`src/lsap_pkg.sv`:
```
`timescale 1ns / 1ps
package lsap_pkg;
  localparam int Channels = 16;
  localparam int FracBits = 8;
  localparam int ChW = 4;
  localparam int SmpW = 10;
  localparam int LvlW = 12;
  localparam int SvalW = 16;
  localparam int NumW = 24;
  localparam int DenW = 20;
  localparam int PosW = 12;
  localparam int SvalLim = 32767;
  localparam int PosLim = 2047;
  localparam int DarkReset = 1024;
  localparam int ThrReset = 128;

  localparam logic [0:0] RegMode = 1'b0;
  localparam logic [0:0] RegThr = 1'b1;

  typedef enum logic [2:0] {
    BkIdle, BkPrep, BkLoad, BkDiv, BkAcc, BkPosDiv, BkOut
  } bk_state_e;

  typedef struct packed {
    logic last;
    logic [ChW-1:0] channel;
    logic led_on;
    logic [SmpW-1:0] sample;
  } item_t;

  typedef struct packed {
    logic signed [PosW-1:0] position;
    logic [15:0] line_bits;
    logic [4:0] lit_count;
    logic all_dark;
    logic no_line;
    logic uncalibrated;
  } result_t;
endpackage

```
`src/lsap_front.sv`:
```
`timescale 1ns / 1ps
// input queue: two-entry fifo between the input port and the scan engine
module lsap_front (
  input  logic                clk_i,
  input  logic                rst_ni,
  input  logic                push_i,
  output logic                full_o,
  input  lsap_pkg::item_t     item_i,
  output logic                avail_o,
  input  logic                take_i,
  output lsap_pkg::item_t     item_o
);
  lsap_pkg::item_t mem_q [2];
  logic wp_q, rp_q;
  logic [1:0] cnt_q;
  logic wr, rd;

  assign full_o  = cnt_q == 2'd2;
  assign avail_o = cnt_q != 2'd0;
  assign wr = push_i && !full_o;
  assign rd = take_i && avail_o;
  assign item_o = mem_q[rp_q];

  always_ff @(posedge clk_i) begin
    if (wr) mem_q[wp_q] <= item_i;
  end

  always_ff @(posedge clk_i or negedge rst_ni) begin
    if (!rst_ni) begin
      wp_q <= 1'b0; rp_q <= 1'b0; cnt_q <= 2'd0;
    end else begin
      if (wr) wp_q <= ~wp_q;
      if (rd) rp_q <= ~rp_q;
      cnt_q <= cnt_q + {1'b0, wr} - {1'b0, rd};
    end
  end

`ifndef NO_ASSERTIONS
  a_no_overflow: assert property (@(posedge clk_i) disable iff (!rst_ni)
    cnt_q <= 2'd2) else $error("queue count overflow");
  a_avail: assert property (@(posedge clk_i) disable iff (!rst_ni)
    wr && !rd |=> avail_o) else $error("written entry not visible");
  a_full_hold: assert property (@(posedge clk_i) disable iff (!rst_ni)
    full_o && !rd |=> full_o) else $error("full dropped without read");
`endif
endmodule

```
`src/lsap_div.sv`:
```
`timescale 1ns / 1ps
// restoring divider, unsigned magnitudes, one quotient bit a cycle
module lsap_div (
  input  logic                      clk_i,
  input  logic                      rst_ni,
  input  logic                      start_i,
  input  logic [lsap_pkg::NumW+lsap_pkg::FracBits-1:0] dividend_i,
  input  logic [lsap_pkg::DenW-1:0] divisor_i,
  output logic                      done_o,
  output logic [lsap_pkg::NumW+lsap_pkg::FracBits-1:0] quot_o
);
  localparam int W = lsap_pkg::NumW + lsap_pkg::FracBits;
  logic [W-1:0] q_q;
  logic [lsap_pkg::DenW:0] r_q;
  logic [lsap_pkg::DenW-1:0] d_q;
  logic [5:0] n_q;
  logic busy_q;
  logic [lsap_pkg::DenW:0] r_sh, r_sub;

  assign r_sh  = {r_q[lsap_pkg::DenW-1:0], q_q[W-1]};
  assign r_sub = r_sh - {1'b0, d_q};
  assign quot_o = q_q;
  assign done_o = busy_q && n_q == 6'd0;

  always_ff @(posedge clk_i) begin
    if (start_i) begin
      q_q <= dividend_i; r_q <= '0; d_q <= divisor_i;
    end else if (busy_q && n_q != 6'd0) begin
      if (!r_sub[lsap_pkg::DenW]) begin
        r_q <= r_sub; q_q <= {q_q[W-2:0], 1'b1};
      end else begin
        r_q <= r_sh; q_q <= {q_q[W-2:0], 1'b0};
      end
    end
  end

  always_ff @(posedge clk_i or negedge rst_ni) begin
    if (!rst_ni) begin
      busy_q <= 1'b0; n_q <= '0;
    end else if (start_i) begin
      busy_q <= 1'b1; n_q <= 6'(W);
    end else if (busy_q) begin
      if (n_q == 6'd0) busy_q <= 1'b0;
      else n_q <= n_q - 6'd1;
    end
  end
endmodule

```
`src/lsap_back.sv`:
```
`timescale 1ns / 1ps
// scan engine: stores samples, calibrates, and walks the channels at scan end
module lsap_back (
  input  logic                clk_i,
  input  logic                rst_ni,
  input  logic                mode_i,
  input  logic signed [lsap_pkg::LvlW-1:0] thr_i,
  input  logic                avail_i,
  input  lsap_pkg::item_t     item_i,
  output logic                take_o,
  output logic                res_valid_o,
  input  logic                res_ready_i,
  output lsap_pkg::result_t   res_o
);
  localparam int DW = lsap_pkg::NumW + lsap_pkg::FracBits;
  logic [lsap_pkg::SmpW-1:0] lit_q [lsap_pkg::Channels];
  logic [lsap_pkg::SmpW-1:0] unl_q [lsap_pkg::Channels];
  logic signed [lsap_pkg::LvlW-1:0] dark_q [lsap_pkg::Channels];
  logic signed [lsap_pkg::LvlW-1:0] brt_q [lsap_pkg::Channels];

  lsap_pkg::bk_state_e st_q, st_d;
  logic [lsap_pkg::ChW-1:0] ch_q;
  logic signed [lsap_pkg::LvlW-1:0] lv_q, d_q, b_q;
  logic neg_q;
  logic signed [lsap_pkg::SvalW-1:0] sv_q;
  logic signed [lsap_pkg::NumW-1:0] num_q;
  logic signed [lsap_pkg::DenW-1:0] den_q;
  logic [15:0] bits_q;
  logic [4:0] cnt_q;
  logic dark_q1, uncal_q, ovalid_q;
  lsap_pkg::result_t res_q;

  logic div_start, div_done;
  logic [DW-1:0] div_a, div_q;
  logic [lsap_pkg::DenW-1:0] div_b;

  logic signed [lsap_pkg::LvlW-1:0] lv_c;
  logic signed [lsap_pkg::LvlW+2:0] bd_c, lv3_c;
  logic above_c;
  logic signed [lsap_pkg::LvlW:0] diff_c;
  logic [DW-1:0] qmag;
  logic signed [lsap_pkg::SvalW-1:0] sv_c;
  logic signed [4:0] wt_c;
  logic [DW-1:0] pmag;
  logic signed [lsap_pkg::PosW-1:0] pos_c;
  logic out_go;

  assign lv_c = lsap_pkg::LvlW'($signed({1'b0, lit_q[ch_q]}))
              - lsap_pkg::LvlW'($signed({1'b0, unl_q[ch_q]}));
  // level above (dark+bright)*2/3 truncated toward zero, checked as
  // 3*level > 2*(dark+bright), less 2 on the left when the sum is negative
  assign bd_c = (lsap_pkg::LvlW+3)'(b_q) + (lsap_pkg::LvlW+3)'(d_q);
  assign lv3_c = (lsap_pkg::LvlW+3)'(lv_q) + (lsap_pkg::LvlW+3)'(lv_q)
               + (lsap_pkg::LvlW+3)'(lv_q)
               - (bd_c[lsap_pkg::LvlW+2] ? (lsap_pkg::LvlW+3)'(2) : (lsap_pkg::LvlW+3)'(0));
  assign above_c = lv3_c > (bd_c <<< 1);
  assign diff_c = (lsap_pkg::LvlW+1)'(lv_q) - (lsap_pkg::LvlW+1)'(d_q);
  assign out_go = !ovalid_q || res_ready_i;

  always_comb begin
    qmag = div_q;
    if (qmag > DW'(lsap_pkg::SvalLim)) qmag = DW'(lsap_pkg::SvalLim);
    sv_c = neg_q ? -lsap_pkg::SvalW'(qmag) : lsap_pkg::SvalW'(qmag);
    pmag = div_q;
    if (pmag > DW'(lsap_pkg::PosLim)) pmag = DW'(lsap_pkg::PosLim);
    pos_c = neg_q ? -lsap_pkg::PosW'(pmag) : lsap_pkg::PosW'(pmag);
    if (ch_q < 4'd8) wt_c = 5'($signed({1'b0, ch_q})) - 5'sd8;
    else wt_c = 5'($signed({1'b0, ch_q})) - 5'sd7;
  end

  lsap_div u_div (
    .clk_i, .rst_ni, .start_i(div_start), .dividend_i(div_a),
    .divisor_i(div_b), .done_o(div_done), .quot_o(div_q)
  );

  always_comb begin
    st_d = st_q;
    take_o = 1'b0;
    div_start = 1'b0;
    div_a = '0;
    div_b = '0;
    case (st_q)
      lsap_pkg::BkIdle: begin
        if (avail_i) begin
          take_o = 1'b1;
          if (item_i.last) st_d = lsap_pkg::BkPrep;
        end
      end
      lsap_pkg::BkPrep: st_d = lsap_pkg::BkLoad;
      lsap_pkg::BkLoad: begin
        if (mode_i) st_d = lsap_pkg::BkIdle;
        else if (b_q > d_q) begin
          div_start = 1'b1;
          div_a = DW'(diff_c[lsap_pkg::LvlW] ? -diff_c : diff_c) << lsap_pkg::FracBits;
          div_b = lsap_pkg::DenW'(b_q - d_q);
          st_d = lsap_pkg::BkDiv;
        end else st_d = lsap_pkg::BkAcc;
      end
      lsap_pkg::BkDiv: if (div_done) st_d = lsap_pkg::BkAcc;
      lsap_pkg::BkAcc: begin
        if (ch_q == 4'd15) begin
          if (den_q == '0) st_d = lsap_pkg::BkOut;
          else begin
            div_start = 1'b1;
            div_a = DW'(num_q[lsap_pkg::NumW-1] ? -num_q : num_q) << lsap_pkg::FracBits;
            div_b = den_q[lsap_pkg::DenW-1] ? -den_q : den_q;
            st_d = lsap_pkg::BkPosDiv;
          end
        end else st_d = lsap_pkg::BkPrep;
      end
      lsap_pkg::BkPosDiv: if (div_done) st_d = lsap_pkg::BkOut;
      lsap_pkg::BkOut: if (out_go) st_d = lsap_pkg::BkIdle;
      default: st_d = lsap_pkg::BkIdle;
    endcase
  end

  always_ff @(posedge clk_i or negedge rst_ni) begin
    if (!rst_ni) begin
      st_q <= lsap_pkg::BkIdle;
      ovalid_q <= 1'b0;
      ch_q <= '0;
      for (int i = 0; i < lsap_pkg::Channels; i++) begin
        lit_q[i] <= '0; unl_q[i] <= '0;
        dark_q[i] <= lsap_pkg::LvlW'(lsap_pkg::DarkReset);
        brt_q[i] <= '0;
      end
    end else begin
      st_q <= st_d;
      if (st_q == lsap_pkg::BkOut && out_go) ovalid_q <= 1'b1;
      else if (ovalid_q && res_ready_i) ovalid_q <= 1'b0;
      if (take_o) begin
        if (item_i.led_on) lit_q[item_i.channel] <= item_i.sample;
        else unl_q[item_i.channel] <= item_i.sample;
        ch_q <= '0;
      end
      if (st_q == lsap_pkg::BkLoad && mode_i) begin
        for (int i = 0; i < lsap_pkg::Channels; i++) begin
          if ($signed({2'b0, lit_q[i]}) - $signed({2'b0, unl_q[i]}) < dark_q[i])
            dark_q[i] <= $signed({2'b0, lit_q[i]}) - $signed({2'b0, unl_q[i]});
          if ($signed({2'b0, lit_q[i]}) - $signed({2'b0, unl_q[i]}) > brt_q[i])
            brt_q[i] <= $signed({2'b0, lit_q[i]}) - $signed({2'b0, unl_q[i]});
        end
      end
      if (st_q == lsap_pkg::BkAcc && ch_q != 4'd15) ch_q <= ch_q + 4'd1;
    end
  end

  // per-channel datapath; operand registers are loaded during prep state, ahead of load state
  always_ff @(posedge clk_i) begin
    lv_q <= lv_c;
    d_q <= dark_q[ch_q];
    b_q <= brt_q[ch_q];
    if (take_o) begin
      num_q <= '0; den_q <= '0; bits_q <= '0; cnt_q <= '0;
      dark_q1 <= 1'b1; uncal_q <= 1'b0;
    end
    if (st_q == lsap_pkg::BkLoad) begin
      neg_q <= diff_c[lsap_pkg::LvlW];
      sv_q <= '0;
      if (!(b_q > d_q)) uncal_q <= 1'b1;
      bits_q <= {bits_q[14:0], above_c};
      if (above_c) cnt_q <= cnt_q + 5'd1;
    end
    if (st_q == lsap_pkg::BkDiv && div_done) sv_q <= sv_c;
    if (st_q == lsap_pkg::BkAcc) begin
      if (sv_q >= lsap_pkg::SvalW'(thr_i)) dark_q1 <= 1'b0;
      if (ch_q >= 4'd2 && ch_q <= 4'd13) begin
        den_q <= den_q + lsap_pkg::DenW'(sv_q);
        num_q <= num_q + lsap_pkg::NumW'(sv_q * wt_c);
      end
      if (ch_q == 4'd15) neg_q <= num_q[lsap_pkg::NumW-1] ^ den_q[lsap_pkg::DenW-1];
    end
    if (st_q == lsap_pkg::BkOut && out_go) begin
      res_q.position <= (den_q == '0) ? '0 : pos_c;
      res_q.line_bits <= bits_q;
      res_q.lit_count <= cnt_q;
      res_q.all_dark <= dark_q1;
      res_q.no_line <= den_q == '0;
      res_q.uncalibrated <= uncal_q;
    end
  end

  assign res_valid_o = ovalid_q;
  assign res_o = res_q;

`ifndef NO_ASSERTIONS
  a_take_idle: assert property (@(posedge clk_i) disable iff (!rst_ni)
    take_o |-> st_q == lsap_pkg::BkIdle) else $error("take while busy");
  a_out_hold: assert property (@(posedge clk_i) disable iff (!rst_ni)
    ovalid_q && !res_ready_i |=> ovalid_q && $stable(res_q)) else $error("result lost");
  a_ch_walk: assert property (@(posedge clk_i) disable iff (!rst_ni)
    st_q == lsap_pkg::BkAcc && ch_q != 4'd15 |=> ch_q == $past(ch_q) + 4'd1)
    else $error("channel walk skipped");
`endif
endmodule

```
`src/line_sensor_array_processor.sv`:
```
`timescale 1ns / 1ps
// 16-channel reflective line sensor processor.
// input channel: samples (channel, led_on, sample, last) are pushed with
// push while full is low; a two-entry queue absorbs them. each sample is
// stored as the lit or unlit reading of its channel; the idle engine
// takes whatever sample waits, so plain samples can stream back to back.
// a transaction with last set ends a scan. in calibration mode the per
// channel dark/bright levels are updated and no result comes. in run mode
// the engine walks the 16 channels: prep, load, a division on the shared
// serial divider for a calibrated channel only, and accumulate; then the
// centroid division on the same divider (when the level sum is nonzero)
// and the output state, which waits while an earlier result is unpopped.
// no samples are taken during the walk.
// result channel: the result is shown while empty is low and taken with
// pop; a stalled result holds the output register, the engine keeps taking
// samples until the next scan end, and then the queue fills and full rises.
// reset clears stored samples, calibration (dark 1024, bright 0), mode 0
// and dark threshold 128. config writes only while idle.
module line_sensor_array_processor (
  input  logic        clk_i,
  input  logic        rst_ni,
  input  logic        push,
  output logic        full,
  input  logic [3:0]  channel_i,
  input  logic        led_on_i,
  input  logic [9:0]  sample_i,
  input  logic        last_i,
  output logic        empty,
  input  logic        pop,
  output logic signed [11:0] position_o,
  output logic [15:0] line_bits_o,
  output logic [4:0]  lit_count_o,
  output logic        all_dark_o,
  output logic        no_line_o,
  output logic        uncalibrated_o,
  input  logic        cfg_we_i,
  input  logic [0:0]  cfg_idx_i,
  input  logic [11:0] cfg_data_i
);
  logic mode_q;
  logic signed [11:0] thr_q;
  lsap_pkg::item_t in_item, q_item;
  lsap_pkg::result_t res;
  logic avail, take, rvalid;

  always_ff @(posedge clk_i or negedge rst_ni) begin
    if (!rst_ni) begin
      mode_q <= 1'b0;
      thr_q <= 12'(lsap_pkg::ThrReset);
    end else if (cfg_we_i) begin
      case (cfg_idx_i)
        lsap_pkg::RegMode: mode_q <= cfg_data_i[0];
        lsap_pkg::RegThr: thr_q <= cfg_data_i;
        default: ;
      endcase
    end
  end

  assign in_item = '{last: last_i, channel: channel_i, led_on: led_on_i, sample: sample_i};

  lsap_front u_front (
    .clk_i, .rst_ni, .push_i(push), .full_o(full), .item_i(in_item),
    .avail_o(avail), .take_i(take), .item_o(q_item)
  );

  lsap_back u_back (
    .clk_i, .rst_ni, .mode_i(mode_q), .thr_i(thr_q), .avail_i(avail),
    .item_i(q_item), .take_o(take), .res_valid_o(rvalid), .res_ready_i(pop),
    .res_o(res)
  );

  assign empty = !rvalid;
  assign position_o = res.position;
  assign line_bits_o = res.line_bits;
  assign lit_count_o = res.lit_count;
  assign all_dark_o = res.all_dark;
  assign no_line_o = res.no_line;
  assign uncalibrated_o = res.uncalibrated;
endmodule

```
`config.mk`:
```
export PLATFORM = sky130hd
export DESIGN_NAME = line_sensor_array_processor
export DESIGN_NICKNAME = d
export VERILOG_FILES = /design/src/lsap_pkg.sv /design/src/lsap_front.sv /design/src/lsap_div.sv /design/src/lsap_back.sv /design/src/line_sensor_array_processor.sv
export SDC_FILE = /design/constraint.sdc
export NUM_CORES = 2
export LEC_CHECK = 0
export BUFFER_PORTS_ARGS = -buffer_cell sky130_fd_sc_hd__buf_2
export CAP_MARGIN = 10
export CORE_AREA = 2 2 323 325
export CTS_CLUSTER_DIAMETER = 150
export CTS_CLUSTER_SIZE = 40
export DETAILED_ROUTE_END_ITERATION = 16
export DIE_AREA = 0 0 325 327
export PLACE_DENSITY = 0.88
export REMOVE_ABC_BUFFERS = 1
export SLEW_MARGIN = 15
export SYNTH_ARGS = -nofsm -noshare
export SYNTH_HDL_FRONTEND = slang
export SYNTH_SLANG_ARGS = --single-unit
```
`constraint.sdc`:
```
create_clock -name clk_i -period 8.4 [get_ports clk_i]
set_clock_uncertainty 0.15 [all_clocks]
set_input_delay 0.84 -clock clk_i [delete_from_list [all_inputs] [get_ports clk_i]]
set_output_delay 0.84 -clock clk_i [all_outputs]
set_load 0.01 [all_outputs]
```
* Word level (Yosys, flattened, before mapping)
Memories as Yosys holds them, arrays and structs flattened.
Cells that the tools add are included.
** Storage, ports and cells
- Bits in writable memories :: 32
- Register bits :: 963
- Memories :: 1
- Bits of input ports :: 34
- Word-level logic and storage cells :: 352
** Operators by class
- Equal/unequal tests :: 15
- $mul :: 1
- Reductions and logical operators :: 63
- Magnitude comparators :: 43
- Add/subtract/negate cells :: 38
- Bitwise gates (word level) :: 7
- Multiplexer cells :: 90
** Memory list
- u_front.mem_q :: depth 2, bits a word 16, rd ports 1, clocked after memory_dff 0, write ports 1, RTL line lsap_front.sv:13 : lsap_pkg::item_t mem_q [2];
** Operators by type and width (number)
- $bwmux W160 :: 2
- $gt A12 B12 Y1 :: 17
- $lt A12 B12 Y1 :: 16
- $mux W32 :: 6
- $sub A10 B10 Y11 :: 17
- $mux W20 :: 9
- $mux W24 :: 5
- $bmux W12 S4 :: 2
- $mux W16 :: 6
- $bmux W10 S4 :: 2
- $reduce_and A2 Y1 :: 37
- $mux W12 :: 6
- $pmux W32 S2 :: 1
- $mux W10 :: 5
- $demux W10 S4 :: 1
- $pmux W20 S2 :: 1
- $gt A32 B11 Y1 const B :: 1
- $gt A32 B15 Y1 const B :: 1
- $add A24 B21 Y24 :: 1
- $mux W3 :: 8
- $neg A13 Y24 :: 1
- $neg A24 Y24 :: 1
- $mux W1 :: 23
- $mul A16 B5 Y21 :: 1
- other kinds (51) :: 87

* Longest topological paths before layout
- Word-level depth :: 7
- Mapped depth :: 29
- Mapped depth without buffers :: 26

* By module
Synthesis repeated with hierarchy kept, for this count alone.
** Unflattened totals
- Cell total of the unflattened synthesis :: 6430
- Area, all modules :: 67021.8 µm²
** By module, submodules not included
- lsap_back :: instances 1, area an instance 60842.1 µm², cells each 5965
- lsap_div :: instances 1, area an instance 4241.6 µm², cells each 367
- lsap_front :: instances 1, area an instance 1400.1 µm², cells each 68
- line_sensor_array_processor :: instances 1, area an instance 538.0 µm², cells each 30

* Least setup slack after synthesis
No wires, ideal clock.
- Path kind :: register to register
- Start :: reg u_back.ch_q[1] (netlist bit)
- End :: reg u_back.num_q[22] (netlist bit)
- Clock period less this slack :: 7289 ps
- Path buffers :: 5
- Cell stages (with the launch flop) :: 27
- Slack :: 1111 ps
- Setup time :: 122 ps
- Arrival time :: 7017 ps
- Cells stage by stage :: dfrtp_1 -> clkbuf_1 -> clkbuf_1 -> clkbuf_1 -> buf_1 -> nand3_1 -> ha_1 -> clkbuf_1 -> nand2b_1 -> fa_1 -> fa_1 -> inv_1 -> fa_1 -> inv_1 -> fa_1 -> inv_1 -> ha_1 -> a21o_1 -> a21oi_1 -> o21ai_0 -> a211o_1 -> a31oi_1 -> o31ai_1 -> o2bb2ai_1 -> o41ai_1 -> mux2i_1 -> a311o_1
** On the way
- Longest elaborated chain between the ends :: 6
- Elaborated cells between the ends (all ways) :: 11
- Those cells by class :: 3 x add/sub; 1 x mul; 3 x order compare; 3 x mux; 1 x reduce/logical
** Ends and longest elaborated chain
- start, declared :: RTL line lsap_back.sv:22 : logic [lsap_pkg::ChW-1:0] ch_q;
- start signal, assigned :: RTL line lsap_back.sv:144 : if (st_q == lsap_pkg::BkAcc && ch_q != 4'd15) ch_q <= ch_q + 4'd1;
- $sub A4 B3 Y5, or another cell as far along :: RTL line lsap_back.sv:68 : else wt_c = 5'($signed({1'b0, ch_q})) - 5'sd7;
- $mux W5 :: RTL line lsap_back.sv:67 : if (ch_q < 4'd8) wt_c = 5'($signed({1'b0, ch_q})) - 5'sd8;
- $mul A16 B5 Y21 :: RTL line lsap_back.sv:169 : num_q <= num_q + lsap_pkg::NumW'(sv_q * wt_c);
- $add A24 B21 Y24 :: RTL line lsap_back.sv:169
- $mux W24 * :: RTL line lsap_back.sv:167 : if (ch_q >= 4'd2 && ch_q <= 4'd13) begin
- $mux W24 * :: RTL line lsap_back.sv:165 : if (st_q == lsap_pkg::BkAcc) begin
- end signal, assigned :: RTL line lsap_back.sv:169
- end, declared :: RTL line lsap_back.sv:26 : logic signed [lsap_pkg::NumW-1:0] num_q;
Mark *: on every way between the ends. The rest lies on a longest branch, timed or not.
A chain may end at the register's enable or synchronous reset.

* Worst setup path in the final report
- Start :: reg u_back.ch_q[0] (netlist bit)
- End :: reg u_back.num_q[22] (netlist bit)
The elaborated chain is that of the path after synthesis.

==> run_results.csv <==
group,metric,value,unit
sta,setup_tns,0,ns
layout,area_delta_synth_final,4.072,%
synthesis,synth-edff-count,152,
worst_setup_path,critPathBufInv,4,
sta,maxSlewHeadroom,9.825,%
worst_setup_path,required,8.88,ns
cts,postCtsSetupRepairBufs,0,
worst_setup_path,crit_chain,"ha_1, nand2_1, xor2_1, buf_4, nand2b_1, fa_1, fa_1, inv_1, fa_1, inv_1, fa_1, inv_1, ha_1, a21o_1, a21oi_1, o21ai_0, a211o_1, a31oi_1, o31ai_1, o2bb2ai_1, o41ai_1, mux2i_1, a311o_1",
sta,finalHoldViolations,0,
synthesis,ys_warn_count,0,
cts,cts_resized,0,
layout,design_area,68880,um^2
floorplan,ios,72,
layout,final_layout_size_suffix_gt1_share,10.60,%
floorplan,row_count,118,
route,dr.pass1.iters,6,
synthesis,synth_cell_types,85,
layout,nets,7425,
worst_setup_path,startpoint_type,"register",
floorplan,die-area,106300,um^2
worst_setup_path,path_class,"register to register",
global_route,grt_pass1_wl,290700,um
cts,clockBufferDepth,3,
route,vias_per_cell,6.479,
worst_setup_path,endpoint_kind,"register",
placement,io_buffer_count,71,
sta,period_minus_slack,6.934,ns
placement,dp.cells,7939,
global_route,grt_pass1_vias,51250,
layout,final_cells,7996,
floorplan,core,102900,um^2
worst_setup_path,crit_path_frequent_cell,"fa_1",
synthesis,synth_area_per_cell,9.893,um^2
cts,clock-sinks,978,
synthesis,netlist.area_leader.share,26.58,%
floorplan,dieHeight,327,um
sta,worst_pin_slew,1.338,ns
sta,fin_crit_sh,82.55,%
worst_setup_path,cp_max_fo,16,
synthesis,yosys-top-cells-area,"dfrtp_1, ha_1, mux4_2",
global_route,grt_overflow,0,
global_route,grt_max_degree,165,
sta,rsz0062_at_grt,"no",
sta,setup_viol,0,
synthesis,ys_async_sr_fraction,73.62,%
synthesis,ys_seq_elements,978,
worst_setup_path,cp.arrival,7.42,ns
placement,placed_area,68010,um^2
cts,root_buffer,"clkbuf_16",
synthesis,yosysSeqAreaShare,37.36,%
sta,drv_slew,0,
worst_setup_path,cpLargestDelayFamily,"adder cells",
hold_path,hold_class,"input port to asynchronous set/reset pin",
route,post_drt_wl_per_cell,23.41,um
route,wirelength,187200,um
route,drcViolationCount,0,
synthesis,synth_top_flop_cell,"dfrtp_1",
placement,dp_hpwl,145300,um
route,detail-route-antenna-nets,0,
worst_setup_path,critPathMaxStageDelay,0.62,ns
cts,cts_made_buffers,28,
sta,fmax,144.2,MHz
floorplan,die_x,325,um
global_route,antenna_found_initial,9,
cts,cts_tree,"done",
route,drt_iter0_drc,5462,
placement,gp_congestion,1.000,
cts,cts.reportedPaths.clkPinSlew,0.16,ns
synthesis,synth_area_leader_cell,"dfrtp_1",
global_route,grtUsageTotal,35.04,%
route,vias,51800,
synthesis,syn_inst,6690,
cts,cts_hold_buffers,0,
cts,htreeDepth,1,
layout,regArea,24740,um^2
run,maxCapViolCount,0,
run_status,status,"completed",
layout,fill_cells,7459,
floorplan,initial_core_util,64.32,%
layout,multiInputGateArea,37240,um^2
synthesis,syn-cell-area,66190,um^2
worst_setup_path,critPathSlowestCell,"dfrtp_4",
layout,utilization,66.94,%
cts,clock_latency,0.73,ns
## kinds of logic (layout without fill, tap and decap cells)
| kind of cell | Yosys count | after routing | share of synthesized area (%) |
|---|---|---|---|
| buffers and inverters | 1167 | 1089 | 6.635 |
| XOR/XNOR | 245 | 245 | 3.242 |
| AND/OR/NAND/NOR | 1493 | 1493 | 10.54 |
| flip-flops | 978 | 978 | 37.36 |
| adder cells (fa/ha/maj) | 801 | 801 | 16.30 |
| AO/OA/AOI/OAI | 1485 | 1485 | 13.53 |
| multiplexers | 521 | 521 | 12.39 |
| other | 0 | 4 | 0 |
## placed cells by master, fill, tap and decap left out, types with 69 or more instances in the layout
master / count
inv_1: 890
ha_1: 699
dfrtp_1: 698
nor2_1: 519
o21ai_0: 509
a21oi_1: 431
nand2_1: 410
mux2_2: 237
mux4_2: 215
o21a_1: 157
edfxtp_1: 152
xnor2_1: 142
nand3_1: 123
dfxtp_1: 106
xor2_1: 102
fa_1: 102
nor2b_1: 94
buf_2: 70
buf_4: 69
## cells in the mapped netlist (103+ instances only)
library cell	instances
inv_1	890
dfrtp_1	703
ha_1	699
nor2_1	523
o21ai_0	517
a21oi_1	432
nand2_1	411
clkbuf_1	241
mux2_2	237
mux4_2	215
o21a_1	157
edfxtp_1	152
xnor2_1	142
nand3_1	123
dfxtp_1	106
xor2_1	103
## path summary, 6_finish.rpt
kind,startpoint,endpoint,slack (ns),cells past startpoint
worst max-delay path,u_back.ch_q[0],u_back.num_q[22],1.47,23
worst min-delay path,rst_ni,u_back.unl_q[140],0.08,1
worst max register to register,u_back.ch_q[0],u_back.num_q[22],1.47,23
worst min register to register,u_back.bits_q[15],u_back.res_o[23],0.29,0
max in group asynchronous,rst_ni,u_back.dark_q[10],6.05,3
min in group clk_i,led_on_i,u_front.mem_q[0][10],0.15,1
## sequential cells by signal, summed over array words and instances, names as in the netlist, 4 cells and up
register,count
u_back.num_q,24
u_back.cnt_q,5
u_front.mem_q,32
u_back.b_q,11
u_back.u_div.d_q,20
u_back.dark_q,192
u_back.res_o,36
thr_q,12
u_back.unl_q,160
u_back.u_div.r_q,20
u_back.brt_q,176
u_back.lv_q,11
u_back.sv_q,16
u_back.ch_q,4
u_back.den_q,20
u_back.u_div.quot_o,32
u_back.u_div.n_q,6
u_back.d_q,12
u_back.lit_q,160
u_back.bits_q,16
## per-stage QoR
step                setup slack [ns]  hold WS (ns)
finish                         1.466       0.08415
global route                   1.225        0.1484
global placement               1.706        0.2529
floorplan                     -4.033        0.2503
CTS                            1.534        0.1053
detailed placement             1.619        0.2628
## routing by layer
| metal | vias to the layer above | wire length, um | track usage (%) |
|---|---|---|---|
| met4 | 10 | 15660 | 24.31 |
| met2 | 2585 | 83870 | 54.83 |
| met3 | 627 | 17880 | 6.600 |
| met5 | - | 99 | 0.3106 |
| li1 | 23090 | - | - |
| met1 | 25490 | 69650 | 44.41 |
## cell type report
cell class	count	share of cell area, %
Antenna cell	4	0.01453
Clock buffer	50	1.168
Clock inverter	2	0.03270
Inverter	892	4.861
Multi-Input combinational cell	4545	54.06
Sequential cell	978	35.92
Tap cell	1380	2.507
Timing Repair Buffer	145	1.439
## worst register-to-register path, cell delays in order, from the launching register on
cell and delay [ns]:
dfrtp_4 0.62, ha_1 0.29, nand2_1 0.10, xor2_1 0.16, buf_4 0.25, nand2b_1 0.15, fa_1 0.45, fa_1 0.56
inv_1 0.06, fa_1 0.53, inv_1 0.05, fa_1 0.56, inv_1 0.07, ha_1 0.30, a21o_1 0.19, a21oi_1 0.22
o21ai_0 0.18, a211o_1 0.33, a31oi_1 0.40, o31ai_1 0.20, o2bb2ai_1 0.20, o41ai_1 0.38, mux2i_1 0.15, a311o_1 0.33
Power is left out: the tool's default activity adds up to more than one toggle a clock period on the data nets, which glitch-free logic cannot reach.
